**src/rtl/core/tcpd_pkg.sv**
```systemverilog
// tcpd_pkg: widths, codes and sideband types of the temperature to pwm duty pipeline
// no dependencies; imported by every module of the block
`timescale 1ns / 1ps
`default_nettype none

package tcpd_pkg;

    localparam int RAW_W   = 20;
    localparam int CAL_W   = 16;
    localparam int WIN_W   = 15;
    localparam int TOP_W   = 16;
    localparam int TEMP_W  = 24;
    localparam int CFG_I_W = 3;

    // internal arithmetic widths
    localparam int A_W     = 18;
    localparam int D_W     = 17;
    localparam int P1_W    = A_W + CAL_W;
    localparam int DSQ_W   = 2 * D_W;
    localparam int DD_W    = 32;
    localparam int P2_W    = (DD_W - 12 + 1) + CAL_W;
    localparam int V_W     = 23;
    localparam int FINE_W  = 24;
    localparam int F5_W    = 27;
    localparam int T_W     = F5_W - 8;

    // divider widths
    localparam int NUM_W   = 31;
    localparam int DEN_W   = WIN_W;
    localparam int QUO_W   = TOP_W + 1;

    typedef enum logic [1:0] {
        FLAG_INSIDE = 2'd0,
        FLAG_BELOW  = 2'd1,
        FLAG_ABOVE  = 2'd2
    } t_flag;

    typedef enum logic [CFG_I_W-1:0] {
        CFG_CAL_T1     = 3'd0,
        CFG_CAL_T2     = 3'd1,
        CFG_CAL_T3     = 3'd2,
        CFG_WIN_LOW    = 3'd3,
        CFG_WIN_HIGH   = 3'd4,
        CFG_PERIOD_TOP = 3'd5
    } t_cfg_idx;

    typedef struct packed {
        logic [T_W-1:0]   temp;
        t_flag            flag;
        logic             inv;
        logic [TOP_W-1:0] inv_duty;
    } t_side;

endpackage

`default_nettype wire

```
**src/rtl/core/tcpd_div.sv**
```systemverilog
// tcpd_div: pipelined restoring divider, one quotient bit per stage, sideband carried along
// depends on tcpd_pkg
`timescale 1ns / 1ps
`default_nettype none

module tcpd_div
    import tcpd_pkg::*;
(
    input  wire logic             i_clk,
    input  wire logic             i_rst_n,
    input  wire logic             i_valid,
    output logic                  o_ready,
    input  wire logic [NUM_W-1:0] i_num,
    input  wire logic [DEN_W-1:0] i_den,
    input  wire t_side            i_side,
    output logic                  o_valid,
    input  wire logic             i_ready,
    output logic [QUO_W-1:0]      o_quo,
    output t_side                 o_side
);

    localparam int HI_W = NUM_W - QUO_W;

    logic             r_vld  [QUO_W];
    logic [DEN_W-1:0] r_rem  [QUO_W];
    logic [QUO_W-1:0] r_lq   [QUO_W];
    logic [DEN_W-1:0] r_den  [QUO_W];
    t_side            r_side [QUO_W];

    logic             w_rdy   [QUO_W];
    logic             w_src_v [QUO_W];
    logic [DEN_W-1:0] w_src_r [QUO_W];
    logic [QUO_W-1:0] w_src_q [QUO_W];
    logic [DEN_W-1:0] w_src_d [QUO_W];
    t_side            w_src_s [QUO_W];
    logic [DEN_W-1:0] n_rem   [QUO_W];
    logic [QUO_W-1:0] n_lq    [QUO_W];

    for (genvar k = 0; k < QUO_W; k++) begin : g_stage
        logic [DEN_W:0] w_trial;
        logic [DEN_W:0] w_diff;
        logic           w_ge;

        if (k == 0) begin : g_first
            assign w_src_v[k] = i_valid;
            assign w_src_r[k] = {{(DEN_W-HI_W){1'b0}}, i_num[NUM_W-1:QUO_W]};
            assign w_src_q[k] = i_num[QUO_W-1:0];
            assign w_src_d[k] = i_den;
            assign w_src_s[k] = i_side;
        end else begin : g_next
            assign w_src_v[k] = r_vld[k-1];
            assign w_src_r[k] = r_rem[k-1];
            assign w_src_q[k] = r_lq[k-1];
            assign w_src_d[k] = r_den[k-1];
            assign w_src_s[k] = r_side[k-1];
        end

        if (k == QUO_W - 1) begin : g_last
            assign w_rdy[k] = !r_vld[k] || i_ready;
        end else begin : g_mid
            assign w_rdy[k] = !r_vld[k] || w_rdy[k+1];
        end

        // trial subtract of the divisor from the shifted partial remainder
        assign w_trial  = {w_src_r[k], w_src_q[k][QUO_W-1]};
        assign w_diff   = w_trial - {1'b0, w_src_d[k]};
        assign w_ge     = w_trial >= {1'b0, w_src_d[k]};
        assign n_rem[k] = w_ge ? w_diff[DEN_W-1:0] : w_trial[DEN_W-1:0];
        assign n_lq[k]  = {w_src_q[k][QUO_W-2:0], w_ge};

        always_ff @(posedge i_clk) begin
            if (!i_rst_n) begin
                r_vld[k] <= 1'b0;
            end else if (w_rdy[k]) begin
                r_vld[k] <= w_src_v[k];
            end
        end

        always_ff @(posedge i_clk) begin
            if (w_rdy[k] && w_src_v[k]) begin
                r_rem[k]  <= n_rem[k];
                r_lq[k]   <= n_lq[k];
                r_den[k]  <= w_src_d[k];
                r_side[k] <= w_src_s[k];
            end
        end
    end

    assign o_ready = w_rdy[0];
    assign o_valid = r_vld[QUO_W-1];
    assign o_quo   = r_lq[QUO_W-1];
    assign o_side  = r_side[QUO_W-1];

endmodule

`default_nettype wire

```
**src/rtl/core/temp_compensate_to_pwm_duty.sv**
```systemverilog
// Raw 20-bit temperature reading in, compensated temperature in hundredths of a degree,
// pwm compare value and window flag out. Fully pipelined: one reading is taken every
// cycle unless the output stalls; each result passes through six arithmetic stages,
// a 17-stage divider producing one quotient bit per stage and one output register, with
// stalls on the output absorbed stage by stage so gaps fill up. Calibration and window
// registers are read live by the pipeline and must only be written while it is empty.
// Depends on tcpd_pkg and tcpd_div.
`timescale 1ns / 1ps
`default_nettype none

module temp_compensate_to_pwm_duty
    import tcpd_pkg::*;
(
    input  wire logic               i_clk,
    input  wire logic               i_rst_n,
    input  wire logic               i_in_valid,
    output logic                    o_in_ready,
    input  wire logic [RAW_W-1:0]   i_raw_reading,
    output logic                    o_out_valid,
    input  wire logic               i_out_ready,
    output logic signed [TEMP_W-1:0] o_temp_centi,
    output logic [TOP_W-1:0]        o_duty_compare,
    output logic [1:0]              o_range_flag,
    input  wire logic               i_cfg_valid,
    output logic                    o_cfg_ready,
    input  wire logic [CFG_I_W-1:0] i_cfg_index,
    input  wire logic [CAL_W-1:0]   i_cfg_data
);

    // configuration registers
    logic [CAL_W-1:0]        r_cal_t1;
    logic signed [CAL_W-1:0] r_cal_t2;
    logic signed [CAL_W-1:0] r_cal_t3;
    logic signed [WIN_W-1:0] r_win_lo;
    logic signed [WIN_W-1:0] r_win_hi;
    logic [TOP_W-1:0]        r_top;

    assign o_cfg_ready = 1'b1;

    always_ff @(posedge i_clk) begin
        if (!i_rst_n) begin
            r_cal_t1 <= 16'd27504;
            r_cal_t2 <= 16'sd26435;
            r_cal_t3 <= -16'sd1000;
            r_win_lo <= 15'sd2000;
            r_win_hi <= 15'sd4000;
            r_top    <= 16'd999;
        end else if (i_cfg_valid) begin
            unique case (t_cfg_idx'(i_cfg_index))
                CFG_CAL_T1:     r_cal_t1 <= i_cfg_data;
                CFG_CAL_T2:     r_cal_t2 <= i_cfg_data;
                CFG_CAL_T3:     r_cal_t3 <= i_cfg_data;
                CFG_WIN_LOW:    r_win_lo <= i_cfg_data[WIN_W-1:0];
                CFG_WIN_HIGH:   r_win_hi <= i_cfg_data[WIN_W-1:0];
                CFG_PERIOD_TOP: r_top    <= i_cfg_data;
                default: ;
            endcase
        end
    end

    // stage handshake
    logic r_vld_a, r_vld_b, r_vld_c, r_vld_d, r_vld_e, r_vld_f, r_vld_g;
    logic w_rdy_a, w_rdy_b, w_rdy_c, w_rdy_d, w_rdy_e, w_rdy_f, w_rdy_g;
    logic w_div_rdy, w_div_vld;

    assign w_rdy_g    = !r_vld_g || i_out_ready;
    assign w_rdy_f    = !r_vld_f || w_div_rdy;
    assign w_rdy_e    = !r_vld_e || w_rdy_f;
    assign w_rdy_d    = !r_vld_d || w_rdy_e;
    assign w_rdy_c    = !r_vld_c || w_rdy_d;
    assign w_rdy_b    = !r_vld_b || w_rdy_c;
    assign w_rdy_a    = !r_vld_a || w_rdy_b;
    assign o_in_ready = w_rdy_a;

    always_ff @(posedge i_clk) begin
        if (!i_rst_n) begin
            r_vld_a <= 1'b0;
            r_vld_b <= 1'b0;
            r_vld_c <= 1'b0;
            r_vld_d <= 1'b0;
            r_vld_e <= 1'b0;
            r_vld_f <= 1'b0;
            r_vld_g <= 1'b0;
        end else begin
            if (w_rdy_a) r_vld_a <= i_in_valid;
            if (w_rdy_b) r_vld_b <= r_vld_a;
            if (w_rdy_c) r_vld_c <= r_vld_b;
            if (w_rdy_d) r_vld_d <= r_vld_c;
            if (w_rdy_e) r_vld_e <= r_vld_d;
            if (w_rdy_f) r_vld_f <= r_vld_e;
            if (w_rdy_g) r_vld_g <= w_div_vld;
        end
    end

    // stage a: offsets from calibration word one
    logic signed [A_W-1:0] n_a, r_a;
    logic signed [D_W-1:0] n_d, r_d;

    assign n_a = $signed({1'b0, i_raw_reading[RAW_W-1:3]}) - $signed({1'b0, r_cal_t1, 1'b0});
    assign n_d = $signed({1'b0, i_raw_reading[RAW_W-1:4]}) - $signed({1'b0, r_cal_t1});

    always_ff @(posedge i_clk) begin
        if (w_rdy_a && i_in_valid) begin
            r_a <= n_a;
            r_d <= n_d;
        end
    end

    // stage b: linear product and square
    logic signed [P1_W-1:0]  n_p1, r_p1;
    logic signed [DSQ_W-1:0] w_dsq;
    logic [DD_W-1:0]         r_dd;

    assign n_p1  = r_a * r_cal_t2;
    assign w_dsq = r_d * r_d;

    always_ff @(posedge i_clk) begin
        if (w_rdy_b && r_vld_a) begin
            r_p1 <= n_p1;
            r_dd <= w_dsq[DD_W-1:0];
        end
    end

    // stage c: var1 and quadratic product
    logic signed [V_W-1:0]  r_var1;
    logic signed [P2_W-1:0] n_p2, r_p2;

    assign n_p2 = $signed({1'b0, r_dd[DD_W-1:12]}) * r_cal_t3;

    always_ff @(posedge i_clk) begin
        if (w_rdy_c && r_vld_b) begin
            r_var1 <= r_p1[P1_W-1:11];
            r_p2   <= n_p2;
        end
    end

    // stage d: fine value and temperature
    logic signed [V_W-1:0]    w_var2;
    logic signed [FINE_W-1:0] w_fine;
    logic signed [F5_W-1:0]   w_fine_x;
    logic signed [F5_W-1:0]   w_f5;
    logic signed [T_W-1:0]    r_t;

    assign w_var2   = r_p2[P2_W-1:14];
    assign w_fine   = $signed({r_var1[V_W-1], r_var1}) + $signed({w_var2[V_W-1], w_var2});
    assign w_fine_x = {{(F5_W-FINE_W){w_fine[FINE_W-1]}}, w_fine};
    assign w_f5     = (w_fine_x <<< 2) + w_fine_x + F5_W'(128);

    always_ff @(posedge i_clk) begin
        if (w_rdy_d && r_vld_c) begin
            r_t <= w_f5[F5_W-1:8];
        end
    end

    // stage e: window compare and clamp
    logic signed [T_W-1:0]   w_lo, w_hi, w_off;
    logic signed [WIN_W:0]   w_span;
    logic                    w_inv, w_below, w_above_lo, w_above_hi;
    logic [DEN_W-1:0]        n_diff, r_diff, r_den_e;
    t_side                   n_side_e, r_side_e;

    assign w_lo       = {{(T_W-WIN_W){r_win_lo[WIN_W-1]}}, r_win_lo};
    assign w_hi       = {{(T_W-WIN_W){r_win_hi[WIN_W-1]}}, r_win_hi};
    assign w_span     = $signed({r_win_hi[WIN_W-1], r_win_hi})
                      - $signed({r_win_lo[WIN_W-1], r_win_lo});
    assign w_off      = r_t - w_lo;
    assign w_inv      = r_win_hi <= r_win_lo;
    assign w_below    = r_t < w_lo;
    assign w_above_lo = r_t > w_lo;
    assign w_above_hi = r_t > w_hi;

    always_comb begin
        n_side_e.temp     = r_t;
        n_side_e.inv      = w_inv;
        n_side_e.inv_duty = w_above_lo ? r_top : '0;
        n_diff            = w_off[DEN_W-1:0];
        if (w_below) begin
            n_side_e.flag = FLAG_BELOW;
            n_diff        = '0;
        end else if (w_inv ? w_above_lo : w_above_hi) begin
            n_side_e.flag = FLAG_ABOVE;
            n_diff        = w_span[DEN_W-1:0];
        end else begin
            n_side_e.flag = FLAG_INSIDE;
        end
    end

    always_ff @(posedge i_clk) begin
        if (w_rdy_e && r_vld_d) begin
            r_diff   <= n_diff;
            r_den_e  <= w_span[DEN_W-1:0];
            r_side_e <= n_side_e;
        end
    end

    // stage f: scale by period
    logic [TOP_W:0]       w_top1;
    logic [NUM_W:0]       w_prod;
    logic [NUM_W-1:0]     r_num;
    logic [DEN_W-1:0]     r_den_f;
    t_side                r_side_f;

    assign w_top1 = {1'b0, r_top} + 1'b1;
    assign w_prod = r_diff * w_top1;

    always_ff @(posedge i_clk) begin
        if (w_rdy_f && r_vld_e) begin
            r_num    <= w_prod[NUM_W-1:0];
            r_den_f  <= r_den_e;
            r_side_f <= r_side_e;
        end
    end

    logic [QUO_W-1:0] w_quo;
    t_side            w_side_q;

    tcpd_div u_div (
        .i_clk   (i_clk),
        .i_rst_n (i_rst_n),
        .i_valid (r_vld_f),
        .o_ready (w_div_rdy),
        .i_num   (r_num),
        .i_den   (r_den_f),
        .i_side  (r_side_f),
        .o_valid (w_div_vld),
        .i_ready (w_rdy_g),
        .o_quo   (w_quo),
        .o_side  (w_side_q)
    );

    // output register
    logic [TOP_W-1:0]        n_duty, r_duty;
    logic signed [TEMP_W-1:0] r_temp;
    t_flag                   r_flag;

    always_comb begin
        if (w_side_q.inv) begin
            n_duty = w_side_q.inv_duty;
        end else if (w_quo > {1'b0, r_top}) begin
            n_duty = r_top;
        end else begin
            n_duty = w_quo[TOP_W-1:0];
        end
    end

    always_ff @(posedge i_clk) begin
        if (w_rdy_g && w_div_vld) begin
            r_temp <= {{(TEMP_W-T_W){w_side_q.temp[T_W-1]}}, w_side_q.temp};
            r_duty <= n_duty;
            r_flag <= w_side_q.flag;
        end
    end

    assign o_out_valid    = r_vld_g;
    assign o_temp_centi   = r_temp;
    assign o_duty_compare = r_duty;
    assign o_range_flag   = r_flag;

endmodule

`default_nettype wire

```
**config.mk**
```make
export PLATFORM = sky130hd
export DESIGN_NAME = temp_compensate_to_pwm_duty
export DESIGN_NICKNAME = d
export VERILOG_FILES = /design/src/rtl/core/tcpd_pkg.sv /design/src/rtl/core/tcpd_div.sv /design/src/rtl/core/temp_compensate_to_pwm_duty.sv
export SDC_FILE = /design/constraint.sdc
export NUM_CORES = 2
export LEC_CHECK = 0
export BUFFER_PORTS_ARGS = -buffer_cell sky130_fd_sc_hd__buf_2
export CORE_MARGIN = 2
export CORE_UTILIZATION = 40
export CTS_CLUSTER_DIAMETER = 30
export DETAILED_ROUTE_END_ITERATION = 6
export PLACE_DENSITY = 0.65
export SETUP_SLACK_MARGIN = 0.05
export SYNTH_ARGS = -nofsm -noshare
export SYNTH_HDL_FRONTEND = slang
export SYNTH_HIERARCHICAL = 1
export SYNTH_SLANG_ARGS = --single-unit
```
**constraint.sdc**
```tcl
create_clock -name i_clk -period 30.1 [get_ports i_clk]
set_clock_uncertainty 0.15 [all_clocks]
set_input_delay 6.02 -clock i_clk [delete_from_list [all_inputs] [get_ports i_clk]]
set_output_delay 6.02 -clock i_clk [all_outputs]
set_load 0.02 [all_outputs]
```
; ---- Yosys cells after proc, flatten, opt, wreduce, memory -nomap -nowiden
; Memory sizes are Yosys's and may differ from the RTL's.
; Index checks and enable logic that the tools add are counted.
[classes]
n_addsub = 25
n_mul = 4
n_lt_le_gt_ge = 22
eq_ne = 5
mux = 125
n_bitwise = 17
reduce_logical = 79
[ops]
columns = cell, n
row1 = $sub 15x15->15, 19
row2 = $mux 15, 18
row3 = $ge 16x15->1, 16
row4 = $mux 1, 104
row5 = $gt 19x15->1, 2
row6 = $mul 21x16->37, 1
row7 = $mul 18x16->34, 1
row8 = $mul 17x17->32, 1
row9 = $mux 16, 2
row10 = $mul 15x17->31, 1
row11 = $add 26x24->27, 1
row12 = $add 27x9->27 const B, 1
row13 = $add 23x23->24, 1
row14 = $logic_and 1x1->1, 24
row15 = $logic_not 1->1, 24
row16 = $logic_or 1x1->1, 24
row17 = $lt 19x15->1, 1
row18 = $sub 17x17->18, 1
row19 = $add 16x1->17 const B, 1
row20 = $gt 17x16->1, 1
row21 = $or 1x1->1, 17
row22 = $sub 16x16->17, 1
row23 = $ge 15x15->1, 1
row24 = $le 15x15->1, 1
row25 = other kinds (6), 13
[word_totals]
register_bits = 470
ram_bits = 1462
input_bits = 44
out_inout_bits = 45
word_cells = 317
mem_count = 5
[memory_table]
columns = name, depth, width, rd, rd_clocked_by_memory_dff, write_ports, line_no
row1 = u_div.r_side, 17, 38, 17, 0, 17, tcpd_div.sv:28  ; t_side r_side [QUO_W];
row2 = u_div.r_lq, 17, 17, 17, 0, 17, tcpd_div.sv:26  ; logic [QUO_W-1:0] r_lq [QUO_W];
row3 = u_div.r_den, 17, 15, 16, 0, 17, tcpd_div.sv:27  ; logic [DEN_W-1:0] r_den [QUO_W];
row4 = u_div.r_rem, 17, 15, 16, 0, 17, tcpd_div.sv:25  ; logic [DEN_W-1:0] r_rem [QUO_W];
row5 = u_div.r_vld, 17, 1, 17, 0, 17, tcpd_div.sv:24  ; logic r_vld [QUO_W];

; ---- Longest topological paths before layout
[logic_depth]
depth_word = 26
ltp_mapped = 29
ltp_nobuf = 28

; ---- Modules after synthesis
; The synthesis kept the hierarchy.
[by_module_without_submodules]
columns = module, n_inst, cells_each, area_each_um2, seq_area_each_um2
row1 = tcpd_div, 1, 3643, 58302.2, 42991.2
row2 = temp_compensate_to_pwm_duty, 1, 5827, 57009.7, 11481.0

; ---- Worst setup path before layout
; OpenSTA, ideal clock, no wires.
[synth_path]
path_type = in2out
from = input port i_out_ready
to = output port o_in_ready
arrival_ns = 8.587
t_required_ns = 23.930
setup_slack_ns = 15.343
path_stages = 13
n_path_buf = 2
cell_sequence = nand2b_1 and3b_1 buf_2 and4_1 nand2_1 nor3_2 and4_1 nand2_1 nor2b_1 and2_1 and3_1 clkbuf_1 nand3_1
[synth_via]
elab_chain_cells = 24
[synth_lines]
columns = item, line_no
row1 = from (decl), temp_compensate_to_pwm_duty.sv:20  ; input wire logic i_out_ready,
row2 = $logic_or 1x1->1, temp_compensate_to_pwm_duty.sv:66  ; assign w_rdy_g = !r_vld_g || i_out_ready;
row3 = $logic_or 1x1->1, tcpd_div.sv:59  ; assign w_rdy[k] = !r_vld[k] || i_ready;
row4 = $logic_or 1x1->1 (16 in a row), tcpd_div.sv:61  ; assign w_rdy[k] = !r_vld[k] || w_rdy[k+1];
row5 = named net w_div_rdy, temp_compensate_to_pwm_duty.sv:64  ; logic w_div_rdy, w_div_vld;
row6 = $logic_or 1x1->1, temp_compensate_to_pwm_duty.sv:67  ; assign w_rdy_f = !r_vld_f || w_div_rdy;
row7 = $logic_or 1x1->1, temp_compensate_to_pwm_duty.sv:68  ; assign w_rdy_e = !r_vld_e || w_rdy_f;
row8 = $logic_or 1x1->1, temp_compensate_to_pwm_duty.sv:69  ; assign w_rdy_d = !r_vld_d || w_rdy_e;
row9 = $logic_or 1x1->1, temp_compensate_to_pwm_duty.sv:70  ; assign w_rdy_c = !r_vld_c || w_rdy_d;
row10 = $logic_or 1x1->1, temp_compensate_to_pwm_duty.sv:71  ; assign w_rdy_b = !r_vld_b || w_rdy_c;
row11 = $logic_or 1x1->1, temp_compensate_to_pwm_duty.sv:72  ; assign w_rdy_a = !r_vld_a || w_rdy_b;
row12 = to (decl), temp_compensate_to_pwm_duty.sv:17  ; output logic o_in_ready,
; The timed path passes the listed nets, and every way through them passes these cells.

; ---- Worst setup path after layout
[layout_path]
from = input port i_out_ready
to = output port o_in_ready
[layout_via]
elab_chain_cells = 24
[layout_lines]
columns = item, line_no
row1 = $logic_or 1x1->1, temp_compensate_to_pwm_duty.sv:66
row2 = named net w_rdy_g, temp_compensate_to_pwm_duty.sv:63  ; logic w_rdy_a, w_rdy_b, w_rdy_c, w_rdy_d, w_rdy_e, w_rdy_f, w_rdy_g;
row3 = $logic_or 1x1->1, tcpd_div.sv:59
row4 = $logic_or 1x1->1 (16 in a row), tcpd_div.sv:61
row5 = named net w_div_rdy, temp_compensate_to_pwm_duty.sv:64
row6 = $logic_or 1x1->1, temp_compensate_to_pwm_duty.sv:67
row7 = $logic_or 1x1->1, temp_compensate_to_pwm_duty.sv:68
row8 = $logic_or 1x1->1, temp_compensate_to_pwm_duty.sv:69
row9 = $logic_or 1x1->1, temp_compensate_to_pwm_duty.sv:70
row10 = $logic_or 1x1->1, temp_compensate_to_pwm_duty.sv:71
row11 = $logic_or 1x1->1, temp_compensate_to_pwm_duty.sv:72
; The timed path passes the listed nets, and every way through them passes these cells.

==> results.ini <==
[clock_network]
cts_tree=done
cts_setup_buffers=0
cts-root-buf=clkbuf_16
cts_buffers=348
cts_htree_levels=5
cts_hold_buffers=0
ctsResizeCount=0
clk_pin_slew_ns=0.06
clock_path_buffers=4
insertion_delay_ns=0.89
cts.sinks=1848

[yosys]
synth_top_area_share_pct=45.47
yosysMostFrequentCell=edfxtp_1
ys_ff_latch=1848
synthTopCellsByCount=edfxtp_1, inv_1, fa_1
synth_flop_cell=edfxtp_1
synth_edf_count=1746
syn_nets=11310
async_flop_share_pct=0
netlist_area_um2=115300
synth.area.top_cells=edfxtp_1, fa_1, ha_1
yosys.area.top_type=edfxtp_1
yosysSeqAreaShare_pct=47.24
yosysWarnings=6
ys_types=86
postSynthAreaPerCell_um2=12.18
syn_inst=9470

[global_route]
grt_remaining_overflow=0
antenna_found_initial=7
grt.total_usage_pct=17.27
grt_start_max_net_pins=104
grt_pass1_vias=74210
grt_pass1_wl_um=401300

[setup_path]
path_max_fanout=10
r2r-start=r_top[0]
crit_required_ns=23.93
cp-start-kind=input port
r2r_slack_ns=21.47
rr_endpoint=r_num[27]
end_kind=output pin
arrival_ns=9.96
path_class=in -> out
reg2reg_depth=27

[final_layout]
final_area_um2=132000
final_util_pct=45.93
layout-drive-gt1-share_pct=8.993
fillers=25350
area_growth_pct=14.47
fin_cells=13790
final_nets=11560

[sta]
slew_headroom_pct=18.54
worst_slew_pin_slew_ns=1.218
final.setup.tns_ns=0
maxSlewViolCount=0
rsz0062_at_grt=false
setup_violations=0
min_period_ns=16.13
hold_viol_final=0
fin_crit_sh_pct=53.60
max_freq_mhz=61.98

[detailed_routing]
ant_nets=0
wire_per_inst_um=18.16
first_iter_violations=4412
avgViaCountPerCell=5.042
drcViolationCount=0
wl_um=250500
vias=69550
drt-pass1-iter-count=6

[run_status]
outcome=complete, no violations

[placed_design]
io_buffers=84
dpl.cell_count=13150
placed_area_um2=120100
place_hpwl_um=185100
place.gp.congestion=0.9197

[floorplan]
ios=89
fp.dieW_um=540.9
fp-row-count=197
die_h_um=540.9
dieArea_um2=292600
start_util_pct=40.12
core_area_um2=287400

[hold_path]
hp-start=u_div/r_lq[0][10]
hold_path_depth=0
worstHoldEndpoint=u_div/r_lq[1][11]
hp-class=reg -> reg

[flow_run]
maxCapViolCount=0

[per-layer routing]
layer / vias to the layer above / wire (µm) / global-route usage (%)
met5: - / 0 / 0
met3: 569 / 13650 / 2.615
met4: 0 / 10870 / 7.598
met2: 1918 / 124100 / 29.93
met1: 34730 / 101900 / 21.30
li1: 32340 / - / -
[cell families after synthesis]
| logic type | count (synthesis) | synth area share [%] |
|---|---|---|
| other | 1 | 0.003252 |
| buffers and inverters | 1886 | 6.258 |
| flip-flops | 1848 | 47.24 |
| multiplexers | 192 | 1.827 |
| adder cells (fa/ha/maj) | 1792 | 26.01 |
| AO/OA/AOI/OAI | 1178 | 6.756 |
| XOR/XNOR | 341 | 2.590 |
| AND/OR/NAND/NOR | 2232 | 9.321 |
[state kept, by name, summed over array words and instances (netlist names), 18 cells and up]
name	cells
u_div/r_side	646
u_div/r_lq	289
u_div/r_den	240
u_div/r_rem	240
r_side_e	38
r_side_f	38
r_num	31
r_p1	23
r_p2	23
r_var1	23
r_dd	20
o_temp_centi	19
r_t	19
r_a	18
[worst max path at each step]
stage                  to  slack [ns]         from  cells past startpoint
2_1_floorplan  o_in_ready       15.34  i_out_ready                     13
3_3_place_gp   o_in_ready       14.00  i_out_ready                     14
3_5_place_dp   o_in_ready       13.99  i_out_ready                     14
4_1_cts        o_in_ready       13.92  i_out_ready                     14
5_1_grt        o_in_ready       13.68  i_out_ready                     14
6_report       o_in_ready       13.97  i_out_ready                     14
[placed cells by master, fill, tap and decap left out, types with 88 or more instances in the layout]
| cell type | n |
|---|---|
| a21o_1 | 137 |
| a21oi_1 | 267 |
| and2_1 | 470 |
| clkbuf_16 | 357 |
| dfxtp_1 | 102 |
| edfxtp_1 | 1746 |
| fa_1 | 1008 |
| ha_1 | 784 |
| inv_1 | 1630 |
| mux2_2 | 89 |
| nand2_1 | 916 |
| nand3_1 | 115 |
| nor2_1 | 305 |
| o21a_1 | 98 |
| o21ai_0 | 238 |
| xnor2_1 | 251 |
| xor2_1 | 88 |
[through the flow]
stage,setup WS [ns],hold WS (ns)
floorplan,15.34,0.2503
global placement,14.00,0.2500
detailed placement,13.99,0.2545
CTS,13.92,0.1537
global route,13.68,0.1542
finish,13.97,0.1569
[worst max-delay path, stage by stage]
cell	delay (ns)
buf_2	0.10
nand2b_1	0.18
and3b_1	0.53
and4_1	0.50
nand2_1	0.19
nor3_2	0.25
buf_4	0.23
and4_1	0.36
nand2_1	0.13
nor2b_1	0.32
and2_1	0.35
and3_1	0.45
nand3_1	0.14
buf_2	0.20
[cell type report]
cell class | count | area, µm² | area share, %
inverter | 1631 | 6122 | 4.638
antenna | 5 | 12.51 | 0.009479
clock inverter | 240 | 2709 | 2.052
sequential | 1848 | 54470 | 41.27
clock buffer | 395 | 9136 | 6.922
timing repair buffer | 158 | 978.4 | 0.7413
multi-input combinational | 5736 | 53840 | 40.79
tap | 3781 | 4731 | 3.584
Power is not shown: default switching activity piles up to over one toggle a cycle in this logic, so the estimate is an artifact.
